**src/fixed_capacity_key_set_macros.svh**
```systemverilog
// assertion helpers shared by the rtl
`ifndef FIXED_CAPACITY_KEY_SET_MACROS_SVH
`define FIXED_CAPACITY_KEY_SET_MACROS_SVH

// same-cycle implication, disabled while reset is asserted
`define FCKS_ASSERT_NOW(label, clk, rst_n, ante, cons, msg) \
    label: assert property (@(posedge clk) disable iff (!rst_n) (ante) |-> (cons)) \
        else $error(msg);

// next-cycle implication, disabled while reset is asserted
`define FCKS_ASSERT_NEXT(label, clk, rst_n, ante, cons, msg) \
    label: assert property (@(posedge clk) disable iff (!rst_n) (ante) |=> (cons)) \
        else $error(msg);

`endif

```
**src/fcks_pkg.sv**
```systemverilog
package fcks_pkg;

    // storage geometry
    localparam int DEPTH     = 16;
    localparam int KEY_BYTES = 8;
    localparam int KEY_W     = 64;
    localparam int ADDR_W    = (DEPTH > 1) ? $clog2(DEPTH) : 1;
    localparam int CNT_W     = $clog2(DEPTH + 1);

    // transaction field widths
    localparam int CMD_W   = 2;
    localparam int CAP_W   = 5;
    localparam int SLOT_W  = 4;
    localparam int COUNT_W = 5;

    typedef enum logic [CMD_W-1:0] {
        CMD_LOOKUP = 2'd0,
        CMD_INSERT = 2'd1,
        CMD_REMOVE = 2'd2
    } cmd_t;

    typedef enum logic [2:0] {
        ST_IDLE,
        ST_SCAN,
        ST_RESOLVE,
        ST_MOVE_WR,
        ST_DONE
    } state_t;

    // keep the low KEY_BYTES bytes up to the first zero byte, clear the rest
    function automatic logic [KEY_W-1:0] norm_key(input logic [KEY_W-1:0] k);
        logic [KEY_W-1:0] r;
        logic             live;
        r    = '0;
        live = 1'b1;
        for (int b = 0; b < KEY_BYTES; b++)
        begin
            if (k[8*b +: 8] == 8'h00)
            begin
                live = 1'b0;
            end
            if (live)
            begin
                r[8*b +: 8] = k[8*b +: 8];
            end
        end
        return r;
    endfunction

endpackage

```
**src/fixed_capacity_key_set.sv**
```systemverilog
// a transaction scans the stored keys one read at a time from the single key memory read port,
//   then resolves and loads the output register; a hit ends the scan early
// one transaction at a time: in_stall stays high until the result is in the output register,
//   and a stalled output holds the block in its done state
// a remove that moves the last entry into the freed slot adds a write-back step
// reset: asynchronous, active low; count cleared, capacity set to 16, key memory not cleared
`include "fixed_capacity_key_set_macros.svh"

module fixed_capacity_key_set
(
    input  logic                            clk,
    input  logic                            rst_n,
    input  logic                            cfg_we,
    input  logic [fcks_pkg::CAP_W-1:0]      cfg_wdata,
    input  logic                            in_valid,
    output logic                            in_stall,
    input  logic [fcks_pkg::CMD_W-1:0]      cmd,
    input  logic [fcks_pkg::KEY_W-1:0]      key,
    output logic                            out_valid,
    input  logic                            out_stall,
    output logic                            status,
    output logic                            found,
    output logic [fcks_pkg::SLOT_W-1:0]     slot,
    output logic [fcks_pkg::COUNT_W-1:0]    count
);

    localparam int ADDR_W = fcks_pkg::ADDR_W;
    localparam int CNT_W  = fcks_pkg::CNT_W;
    localparam int KEY_W  = fcks_pkg::KEY_W;

    // control registers
    fcks_pkg::state_t                 state_reg, state_next;
    logic [CNT_W-1:0]                 entry_count_reg, entry_count_next;
    logic [fcks_pkg::CAP_W-1:0]       cap_reg, cap_next;
    logic [CNT_W-1:0]                 issue_reg, issue_next;
    logic                             pend_vld_reg, pend_vld_next;
    logic                             out_valid_reg, out_valid_next;

    // payload registers
    fcks_pkg::cmd_t                   cmd_reg, cmd_next;
    logic [KEY_W-1:0]                 key_reg, key_next;
    logic [ADDR_W-1:0]                pend_idx_reg, pend_idx_next;
    logic                             hit_reg, hit_next;
    logic [ADDR_W-1:0]                pos_reg, pos_next;
    logic                             res_status_reg, res_status_next;
    logic                             out_status_reg, out_status_next;
    logic                             out_found_reg, out_found_next;
    logic [fcks_pkg::SLOT_W-1:0]      out_slot_reg, out_slot_next;
    logic [fcks_pkg::COUNT_W-1:0]     out_count_reg, out_count_next;

    // key memory
    logic [KEY_W-1:0]                 key_mem [fcks_pkg::DEPTH];
    logic [KEY_W-1:0]                 rd_data;
    logic [ADDR_W-1:0]                mem_raddr;
    logic                             mem_we;
    logic [ADDR_W-1:0]                mem_waddr;
    logic [KEY_W-1:0]                 mem_wdata;

    logic [CNT_W-1:0]                 eff_cap;
    logic [CNT_W-1:0]                 last_idx;
    logic                             out_load;

    // capacity saturates at the memory depth
    always_comb
    begin
        if (CNT_W'(cap_reg) > CNT_W'(fcks_pkg::DEPTH))
        begin
            eff_cap = CNT_W'(fcks_pkg::DEPTH);
        end
        else
        begin
            eff_cap = CNT_W'(cap_reg);
        end
    end

    assign last_idx = entry_count_reg - CNT_W'(1);

    // synchronous key memory, one read and one write port
    always_ff @(posedge clk)
    begin
        if (mem_we)
        begin
            key_mem[mem_waddr] <= mem_wdata;
        end
        rd_data <= key_mem[mem_raddr];
    end

    // sequencer: next state, memory control and register updates
    always_comb
    begin
        state_next       = state_reg;
        entry_count_next = entry_count_reg;
        cap_next         = cap_reg;
        issue_next       = issue_reg;
        pend_vld_next    = pend_vld_reg;
        out_valid_next   = out_valid_reg;
        cmd_next         = cmd_reg;
        key_next         = key_reg;
        pend_idx_next    = pend_idx_reg;
        hit_next         = hit_reg;
        pos_next         = pos_reg;
        res_status_next  = res_status_reg;
        out_status_next  = out_status_reg;
        out_found_next   = out_found_reg;
        out_slot_next    = out_slot_reg;
        out_count_next   = out_count_reg;

        mem_we    = 1'b0;
        mem_waddr = entry_count_reg[ADDR_W-1:0];
        mem_wdata = key_reg;
        mem_raddr = issue_reg[ADDR_W-1:0];
        out_load  = 1'b0;

        in_stall = (state_reg != fcks_pkg::ST_IDLE);

        // configuration write
        if (cfg_we)
        begin
            cap_next = cfg_wdata;
        end

        // result taken downstream
        if (out_valid_reg && !out_stall)
        begin
            out_valid_next = 1'b0;
        end

        case (state_reg)
            fcks_pkg::ST_IDLE:
            begin
                if (in_valid)
                begin
                    cmd_next      = fcks_pkg::cmd_t'(cmd);
                    key_next      = fcks_pkg::norm_key(key);
                    issue_next    = '0;
                    pend_vld_next = 1'b0;
                    hit_next      = 1'b0;
                    pos_next      = '0;
                    state_next    = fcks_pkg::ST_SCAN;
                end
            end

            // issue one read a cycle, compare the previous read
            fcks_pkg::ST_SCAN:
            begin
                if (pend_vld_reg && (rd_data == key_reg))
                begin
                    hit_next      = 1'b1;
                    pos_next      = pend_idx_reg;
                    pend_vld_next = 1'b0;
                    state_next    = fcks_pkg::ST_RESOLVE;
                end
                else if (issue_reg < entry_count_reg)
                begin
                    issue_next    = issue_reg + CNT_W'(1);
                    pend_vld_next = 1'b1;
                    pend_idx_next = issue_reg[ADDR_W-1:0];
                end
                else
                begin
                    pend_vld_next = 1'b0;
                    state_next    = fcks_pkg::ST_RESOLVE;
                end
            end

            // apply the command
            fcks_pkg::ST_RESOLVE:
            begin
                state_next = fcks_pkg::ST_DONE;
                case (cmd_reg)
                    fcks_pkg::CMD_INSERT:
                    begin
                        if (hit_reg || (entry_count_reg >= eff_cap))
                        begin
                            res_status_next = 1'b1;
                        end
                        else
                        begin
                            mem_we           = 1'b1;
                            entry_count_next = entry_count_reg + CNT_W'(1);
                            res_status_next  = 1'b0;
                        end
                    end
                    fcks_pkg::CMD_REMOVE:
                    begin
                        if (hit_reg)
                        begin
                            res_status_next = 1'b0;
                            if (pos_reg == last_idx[ADDR_W-1:0])
                            begin
                                entry_count_next = last_idx;
                            end
                            else
                            begin
                                mem_raddr  = last_idx[ADDR_W-1:0];
                                state_next = fcks_pkg::ST_MOVE_WR;
                            end
                        end
                        else
                        begin
                            res_status_next = 1'b1;
                        end
                    end
                    default:
                    begin
                        res_status_next = !hit_reg;
                    end
                endcase
            end

            // last entry moves into the freed slot
            fcks_pkg::ST_MOVE_WR:
            begin
                mem_we           = 1'b1;
                mem_waddr        = pos_reg;
                mem_wdata        = rd_data;
                entry_count_next = last_idx;
                state_next       = fcks_pkg::ST_DONE;
            end

            // hand the result to the output register once it is free
            fcks_pkg::ST_DONE:
            begin
                if (!out_valid_reg || !out_stall)
                begin
                    out_load        = 1'b1;
                    out_valid_next  = 1'b1;
                    out_status_next = res_status_reg;
                    out_found_next  = hit_reg;
                    out_slot_next   = hit_reg ? fcks_pkg::SLOT_W'(pos_reg) : '0;
                    out_count_next  = fcks_pkg::COUNT_W'(entry_count_reg);
                    state_next      = fcks_pkg::ST_IDLE;
                end
            end

            default:
            begin
                state_next = fcks_pkg::ST_IDLE;
            end
        endcase
    end

    // control state
    always_ff @(posedge clk or negedge rst_n)
    begin
        if (!rst_n)
        begin
            state_reg       <= fcks_pkg::ST_IDLE;
            entry_count_reg <= '0;
            cap_reg         <= fcks_pkg::CAP_W'(16);
            issue_reg       <= '0;
            pend_vld_reg    <= 1'b0;
            out_valid_reg   <= 1'b0;
        end
        else
        begin
            state_reg       <= state_next;
            entry_count_reg <= entry_count_next;
            cap_reg         <= cap_next;
            issue_reg       <= issue_next;
            pend_vld_reg    <= pend_vld_next;
            out_valid_reg   <= out_valid_next;
        end
    end

    // payload
    always_ff @(posedge clk)
    begin
        cmd_reg        <= cmd_next;
        key_reg        <= key_next;
        pend_idx_reg   <= pend_idx_next;
        hit_reg        <= hit_next;
        pos_reg        <= pos_next;
        res_status_reg <= res_status_next;
        out_status_reg <= out_status_next;
        out_found_reg  <= out_found_next;
        out_slot_reg   <= out_slot_next;
        out_count_reg  <= out_count_next;
    end

    assign out_valid = out_valid_reg;
    assign status    = out_status_reg;
    assign found     = out_found_reg;
    assign slot      = out_slot_reg;
    assign count     = out_count_reg;

    // a memory write only adds within capacity or moves the last entry
    `FCKS_ASSERT_NOW(a_write_in_range, clk, rst_n, mem_we, (entry_count_reg < eff_cap) || (state_reg == fcks_pkg::ST_MOVE_WR), "key memory written outside capacity")

    // the count only changes when a command resolves or a move completes
    `FCKS_ASSERT_NEXT(a_count_update, clk, rst_n, (state_reg != fcks_pkg::ST_RESOLVE) && (state_reg != fcks_pkg::ST_MOVE_WR), $stable(entry_count_reg), "entry count changed outside resolve")

    // a result is loaded only when the output register is free or being drained
    `FCKS_ASSERT_NOW(a_no_overwrite, clk, rst_n, out_load, !out_valid_reg || !out_stall, "pending result overwritten")

    // an accepted transaction always starts a scan
    `FCKS_ASSERT_NEXT(a_accept_scan, clk, rst_n, in_valid && !in_stall, state_reg == fcks_pkg::ST_SCAN, "accepted transaction did not start scan")

endmodule

```
**config.mk**
```make
export PLATFORM = sky130hd
export DESIGN_NAME = fixed_capacity_key_set
export DESIGN_NICKNAME = d
export VERILOG_FILES = /design/src/fcks_pkg.sv /design/src/fixed_capacity_key_set.sv
export VERILOG_INCLUDE_DIRS = /design/src /design/src/src
export SDC_FILE = /design/constraint.sdc
export NUM_CORES = 2
export LEC_CHECK = 0
export ABC_AREA = 0
export BUFFER_PORTS_ARGS = -buffer_cell sky130_fd_sc_hd__buf_2
export CORE_AREA = 10 10 333 335
export CTS_BUF_LIST = sky130_fd_sc_hd__clkbuf_8
export DETAILED_ROUTE_END_ITERATION = 8
export DIE_AREA = 0 0 343 345
export HOLD_SLACK_MARGIN = 0.02
export MAX_ROUTING_LAYER = met4
export PLACE_DENSITY_LB_ADDON = 0.2
export SLEW_MARGIN = 0
export SYNTH_ARGS = -nofsm -noshare
export SYNTH_HDL_FRONTEND = slang
export SYNTH_SLANG_ARGS = --single-unit
export TNS_END_PERCENT = 20
```
**constraint.sdc**
```tcl
create_clock -name clk -period 9.45 [get_ports clk]
set_clock_uncertainty 0.1 [all_clocks]
set_input_delay 0.945 -clock clk [delete_from_list [all_inputs] [get_ports clk]]
set_output_delay 0.945 -clock clk [all_outputs]
set_load 0.005 [all_outputs]
```
== Word level (Yosys, flattened, before mapping) ==
Memories as Yosys holds them, arrays and structs flattened. A register that Yosys moved wholly into a read port is not among the register bits.
Cells that the tools add are included.
W data, S select, Z words.

* Flip-flop bits (word level): 107
* Bits in writable memories: 1024
* Input bits: 76
* Memories: 1

* Add/subtract/negate cells: 3
* Order comparisons: 3
* Eq/ne operators: 18
* Mux-type cells: 68
* Bitwise gates (word level): 1
* Reduce and logical (&&, ||, !) cells: 27

{| class="wikitable"
|+ Memories
! name !! words !! width !! rd ports !! clocked after Yosys merged registers in !! write ports !! RTL line !! RTL
|-
| key_mem || 16 || 64 || 1 || 1 || 1 || fixed_capacity_key_set.sv:52 || <nowiki>logic [KEY_W-1:0] key_mem [fcks_pkg::DEPTH];</nowiki>
|}

{| class="wikitable"
|+ Operator list
! kind !! count
|-
| $eq A64 B64 Y1 || 1
|-
| $logic_not A8 Y1 || 8
|-
| $mux W64 || 1
|-
| $mux W1 || 37
|-
| $mux W5 || 7
|-
| $pmux W5 S2 || 3
|-
| $mux W4 || 7
|-
| $mux W3 || 7
|-
| $pmux W3 S5 || 1
|-
| $ne A3 B3 Y1 const B || 4
|-
| $add A5 B1 Y5 const B || 2
|-
| $ne A2 B2 Y1 const B || 5
|-
| $reduce_and A3 Y1 || 3
|-
| $pmux W1 S2 || 4
|-
| $pmux W4 S2 || 1
|-
| $eq A3 B2 Y1 const B || 2
|-
| $reduce_and A2 Y1 || 3
|-
| $ge A5 B5 Y1 || 1
|-
| $gt A5 B5 Y1 const B || 1
|-
| $lt A5 B5 Y1 || 1
|-
| $reduce_and A5 Y1 || 1
|-
| $sub A5 B1 Y5 const B || 1
|-
| $eq A4 B4 Y1 || 1
|-
| $reduce_and A4 Y1 || 1
|-
| 12 further kinds || 17
|}

== Depth between registers and ports, before layout ==
* Depth after elaboration: 25
* Gate-level depth with buffers: 14

== Worst setup path before layout ==
Ideal clock, no wire load.

* Kind: flip-flop to flip-flop
* Start: register entry_count_reg[0]
* End: memory key_mem[10][0], enable pin
* Library setup time: 0.487 ns
* Arrival time: 4.739 ns
* Data required time: 8.863 ns
* Path slack: 4.124 ns
* Cell stages (with the launch flop): 11
* Cell sequence: dfrtp_1 > buf_2 > inv_1 > ha_1 > nand2b_1 > a21o_1 > a21o_1 > a21o_1 > a21oi_1 > o221ai_1 > nor2_1

* Cells in the longest elaborated chain, start to end: 7
* Elaborated cells on any way between the ends: 8
* Classes of those cells: 1 x order compare; 6 x mux; 1 x reduce/logical

{| class="wikitable"
|+ RTL lines
! element !! RTL line !! RTL
|-
| from (decl) || fixed_capacity_key_set.sv:33 || <nowiki>logic [CNT_W-1:0] entry_count_reg, entry_count_next;</nowiki>
|-
| from (signal assigned) || fixed_capacity_key_set.sv:258 || <nowiki>entry_count_reg <= entry_count_next;</nowiki>
|-
| $ge A5 B5 Y1 || fixed_capacity_key_set.sv:173 || <nowiki>if (hit_reg || (entry_count_reg >= eff_cap))</nowiki>
|-
| $logic_or A1 B1 Y1 || fixed_capacity_key_set.sv:173 ||
|-
| $mux W1 || fixed_capacity_key_set.sv:173 ||
|-
| $mux W1 || fixed_capacity_key_set.sv:170 || <nowiki>case (cmd_reg)</nowiki>
|-
| $pmux W1 S2 || fixed_capacity_key_set.sv:128 || <nowiki>case (state_reg)</nowiki>
|-
| $mux W1 || fixed_capacity_key_set.sv:81 || <nowiki>if (mem_we)</nowiki>
|-
| $mux W1 (not written as such) || fixed_capacity_key_set.sv:83 || <nowiki>key_mem[mem_waddr] <= mem_wdata;</nowiki>
|-
| to (decl) || fixed_capacity_key_set.sv:52 ||
|}

Parallel ways exist; a longest one is shown, timed or not.

== Final worst setup path ==
* Start: register entry_count_reg[0]
* End: register rd_data[36] (read register of key_mem)

* Cells in the longest elaborated chain, start to end: 6

{| class="wikitable"
|+ RTL lines
! element !! RTL line !! RTL
|-
| $sub A5 B1 Y5 (*) || fixed_capacity_key_set.sv:76 || <nowiki>assign last_idx = entry_count_reg - CNT_W'(1);</nowiki>
|-
| $eq A4 B4 Y1 || fixed_capacity_key_set.sv:189 || <nowiki>if (pos_reg == last_idx[ADDR_W-1:0])</nowiki>
|-
| $mux W4 (*) || fixed_capacity_key_set.sv:189 ||
|-
| $mux W4 (*) || fixed_capacity_key_set.sv:186 || <nowiki>if (hit_reg)</nowiki>
|-
| $mux W4 (*) || fixed_capacity_key_set.sv:170 ||
|-
| $mux W4 (*) || fixed_capacity_key_set.sv:128 ||
|-
| to (decl) || fixed_capacity_key_set.sv:53 || <nowiki>logic [KEY_W-1:0] rd_data;</nowiki>
|}

Mark *: on every way between the ends. The rest lies on a longest branch, timed or not.
A chain may end at the register's enable or synchronous reset.

==> impl_results.md <==
* Routed WL per cell at between 20 and 30 um
* DRC Markers at 0
* Syn Nets at around 2900
* Gr ovfl total at 0
* Most frequent cells in the layout: edfxtp_1, mux2i_1, o22ai_1
* Clk Latency, worst-skew pair at 0.86 ns
* I/O Buffers at between 80 and 90
* Fmax at between 150 and 200 MHz
* Pint at 9.713 mW
* First-pass GRT wire length at roughly 180000 um
* DR iter-0 viols at between 2000 and 2500
* WS Path Type: flip-flop to flip-flop
* Vias in the first global route at roughly 26000
* Die height at approximately 350 um
* Worst-case clock buffer depth at 3
* Max reg flops at ~1000
* Hold WC Path Type: input port to flip-flop
* Clock share of power at 29.8%
* Post-cts resize count at 0
* Worst setup EP type: flip-flop
* Final GP Congestion at between 0.7 and 0.8
* RSZ-0062 raised after global routing: false
* Clk Tree Root Cell: clkbuf_8
* Area leader, netlist: edfxtp_1
* Synth Flop Type: edfxtp_1
* Worst EP required at ~10 ns
* Slew @ Worst Pin at around 1.3 ns
* Post-synthesis async set-or-reset flop share at under 10%
* Synth Register Bits at around 1200
* NetSw at ~4.3 mW
* Initial Util at ~45%
* Htree depth at 4
* Max layer used: met4
* DR pass1 iterations at 5
* Synth warn at 0
* Max VDD drop at between 0.2 and 0.25 mV
* Maxcap violations at 0
* Avg Cell Area, Syn at between 15 and 20 um2
* DR vias/cell at 5.703
* Slew Viols, Final at 0
* Rows at 119
* Initial antenna violation count at 7
* Top cells by area, synth: edfxtp_1, mux2i_1, o22ai_1
* P per Cell Area at 267.2 mW/mm2
* Power, Total at ~14 mW
* Final Hold Fails at 0
* DRT antenna net count at 0
* Pleak at approximately 18 nW
* Fin Setup TNS at 0 ns
* Reg power frac at 49.1%
* Clock slew at reported path FFs at ~0.06 ns
* Post CTS Setup Buffer Count at 0
* Largest net degree at the start of global routing at approximately 150
* Register area share after synthesis at 75.34%
* Most common cell after layout, fill and taps aside: edfxtp_1
* DP HPWL at around 63000 um
* Startpoint Class: flip-flop
* Slew headroom at 14.43%
* Post-Synthesis Cells at about 2800
* Sink Count at 1195
* Met3 routed wirelength at 10060 um
* DIE AREA at approximately 0.12 mm2
* Arrival time at the worst endpoint at around 6.7 ns
* Post-synth EDFFs at around 1100
* Final setup viols at 0
* Final WL at ~120000 um
* DIE WIDTH at 343 um
* Tmin final at between 6 and 7 ns
* Core footprint at between 0.1 and 0.15 mm2
* Logic gate share of total power at approximately a fifth
* TritonCTS buffer count at 190
* Cell area after synthesis at 0.04665 mm2
* Crit share post-route at between 60% and 70%
* Layout cells sized above 1 at 13.86%
* Nets at between 3000 and 4000
* Netlist cell types at approximately 60
* GRT Overall Usage at between 20% and 30%
* Status: finished, final reports clean
* Max Fanout on Critical Path at approximately 150
* Fill cells at 8563
* Metal2 WL at 57100 um
* CTS tree: yes
* Area grow syn2layout at 12.19%
* Post-Route M1 WL at around 52000 um
* Synth top area share at roughly 72%
* Switch share at just over 30%
* IO Pins at between 80 and 90
* Vias at 25750
## critical path: stages, from the launching register on
cell	delay, ns
dfrtp_1	0.59
inv_1	0.22
ha_1	0.40
xor3_1	0.44
or3_4	0.38
o21a_1	0.53
o21ai_4	0.33
buf_12	0.63
buf_12	0.69
mux2i_1	0.30
o22ai_1	0.14
or4_1	0.55
## power by group through the flow
stage	sequential (mW)	combinational [mW]	clock, mW
after floorplan	6.86	2.02	0
after global placement	6.96	2.86	0
after detailed placement	6.97	2.93	0
after CTS	6.87	2.94	4.25
after global routing	6.90	3.16	4.51
final	6.87	2.95	4.17
## per-stage QoR
stage	cells	setup slack (ns)	hold WS [ns]	utilization [%]	area, um2
final	4515	3.421	0.1642	50.14	52330
after detailed placement	4151	3.687	0.3057	46.64	48680
after global routing	4512	3.272	0.1215	50.13	52330
after floorplan	2763	4.124	0.3003	-	46650
after CTS	4507	3.673	0.09165	50.12	52310
after global placement	4151	3.807	0.3048	46.64	48680
## synthesized netlist by cell type (3+ instances only)
| library cell | n |
|---|---|
| nand2b_1 | 16 |
| o22a_1 | 6 |
| a211oi_1 | 9 |
| or4_1 | 64 |
| o21a_1 | 3 |
| o221ai_1 | 4 |
| buf_2 | 65 |
| edfxtp_1 | 1111 |
| dfxtp_1 | 64 |
| o21ai_0 | 21 |
| a21o_1 | 6 |
| nor3_1 | 10 |
| inv_1 | 27 |
| and2_1 | 49 |
| and3_1 | 19 |
| o31ai_1 | 8 |
| xnor2_1 | 17 |
| o211ai_1 | 7 |
| nor3b_1 | 5 |
| a2111oi_0 | 5 |
| mux2i_1 | 511 |
| buf_6 | 13 |
| buf_4 | 25 |
| nor2b_1 | 11 |
| clkbuf_1 | 34 |
| a31oi_1 | 5 |
| a21boi_1 | 3 |
| nand2_1 | 196 |
| nand3_1 | 9 |
| nand4_1 | 5 |
| mux2i_4 | 3 |
| xor2_1 | 40 |
| ha_1 | 14 |
| buf_1 | 10 |
| nor2_1 | 31 |
| dfrtp_1 | 19 |
| nor4_1 | 24 |
| mux2_2 | 4 |
| o22ai_1 | 254 |
| a21oi_1 | 7 |
## final cells by class
type | instances | area (um2) | area share, %
flip-flops and latches | 1195 | 35150 | 67.16
multi-input cells | 1393 | 10780 | 20.59
clock buffers | 202 | 2780 | 5.312
well taps | 1391 | 1740 | 3.326
repair buffers | 145 | 920.9 | 1.760
clock inverters | 153 | 845.8 | 1.616
inverters | 28 | 106.4 | 0.2032
diodes | 8 | 20.02 | 0.03825
## path summary, 6_finish.rpt
check	startpoint	to	slack, ns	cells after the start
min in group asynchronous	rst_n	out_valid	0.50	2
max in group asynchronous	rst_n	cap_reg[4]	8.37	2
setup / recovery	entry_count_reg[0]	rd_data[36]	3.42	11
setup reg to reg	entry_count_reg[0]	rd_data[36]	3.42	11
hold / removal	cmd[1]	cmd_reg[1]	0.16	1
hold reg to reg	res_status_reg	status	0.32	0
## layer usage
metal | GRT usage [%] | vias up
li1 | - | 11310
met1 | 27.82 | 13180
met2 | 31.44 | 1042
met3 | 4.568 | 216
met4 | 7.543 | 0
met5 | - | -
## timing repair
| item | in CTS | in global routing |
|---|---|---|
| setup endpoints to repair | 0 | 0 |
| endpoints found under the hold margin | 19 | 0 |
| hold buffers | 1 | 0 |
## logic make-up after synthesis
| logic type | Yosys count | synth area share (%) |
|---|---|---|
| DFF | 1195 | 75.34 |
| muxes | 520 | 11.26 |
| xor gates and xnor gates | 59 | 1.156 |
| AOI/OAI and AO/OA | 353 | 4.927 |
| and+or+nand+nor | 447 | 4.949 |
| buffers and inverters | 175 | 1.993 |
| adders and majority gates | 14 | 0.3755 |
Note: power is estimated with default switching activity, not from simulation.
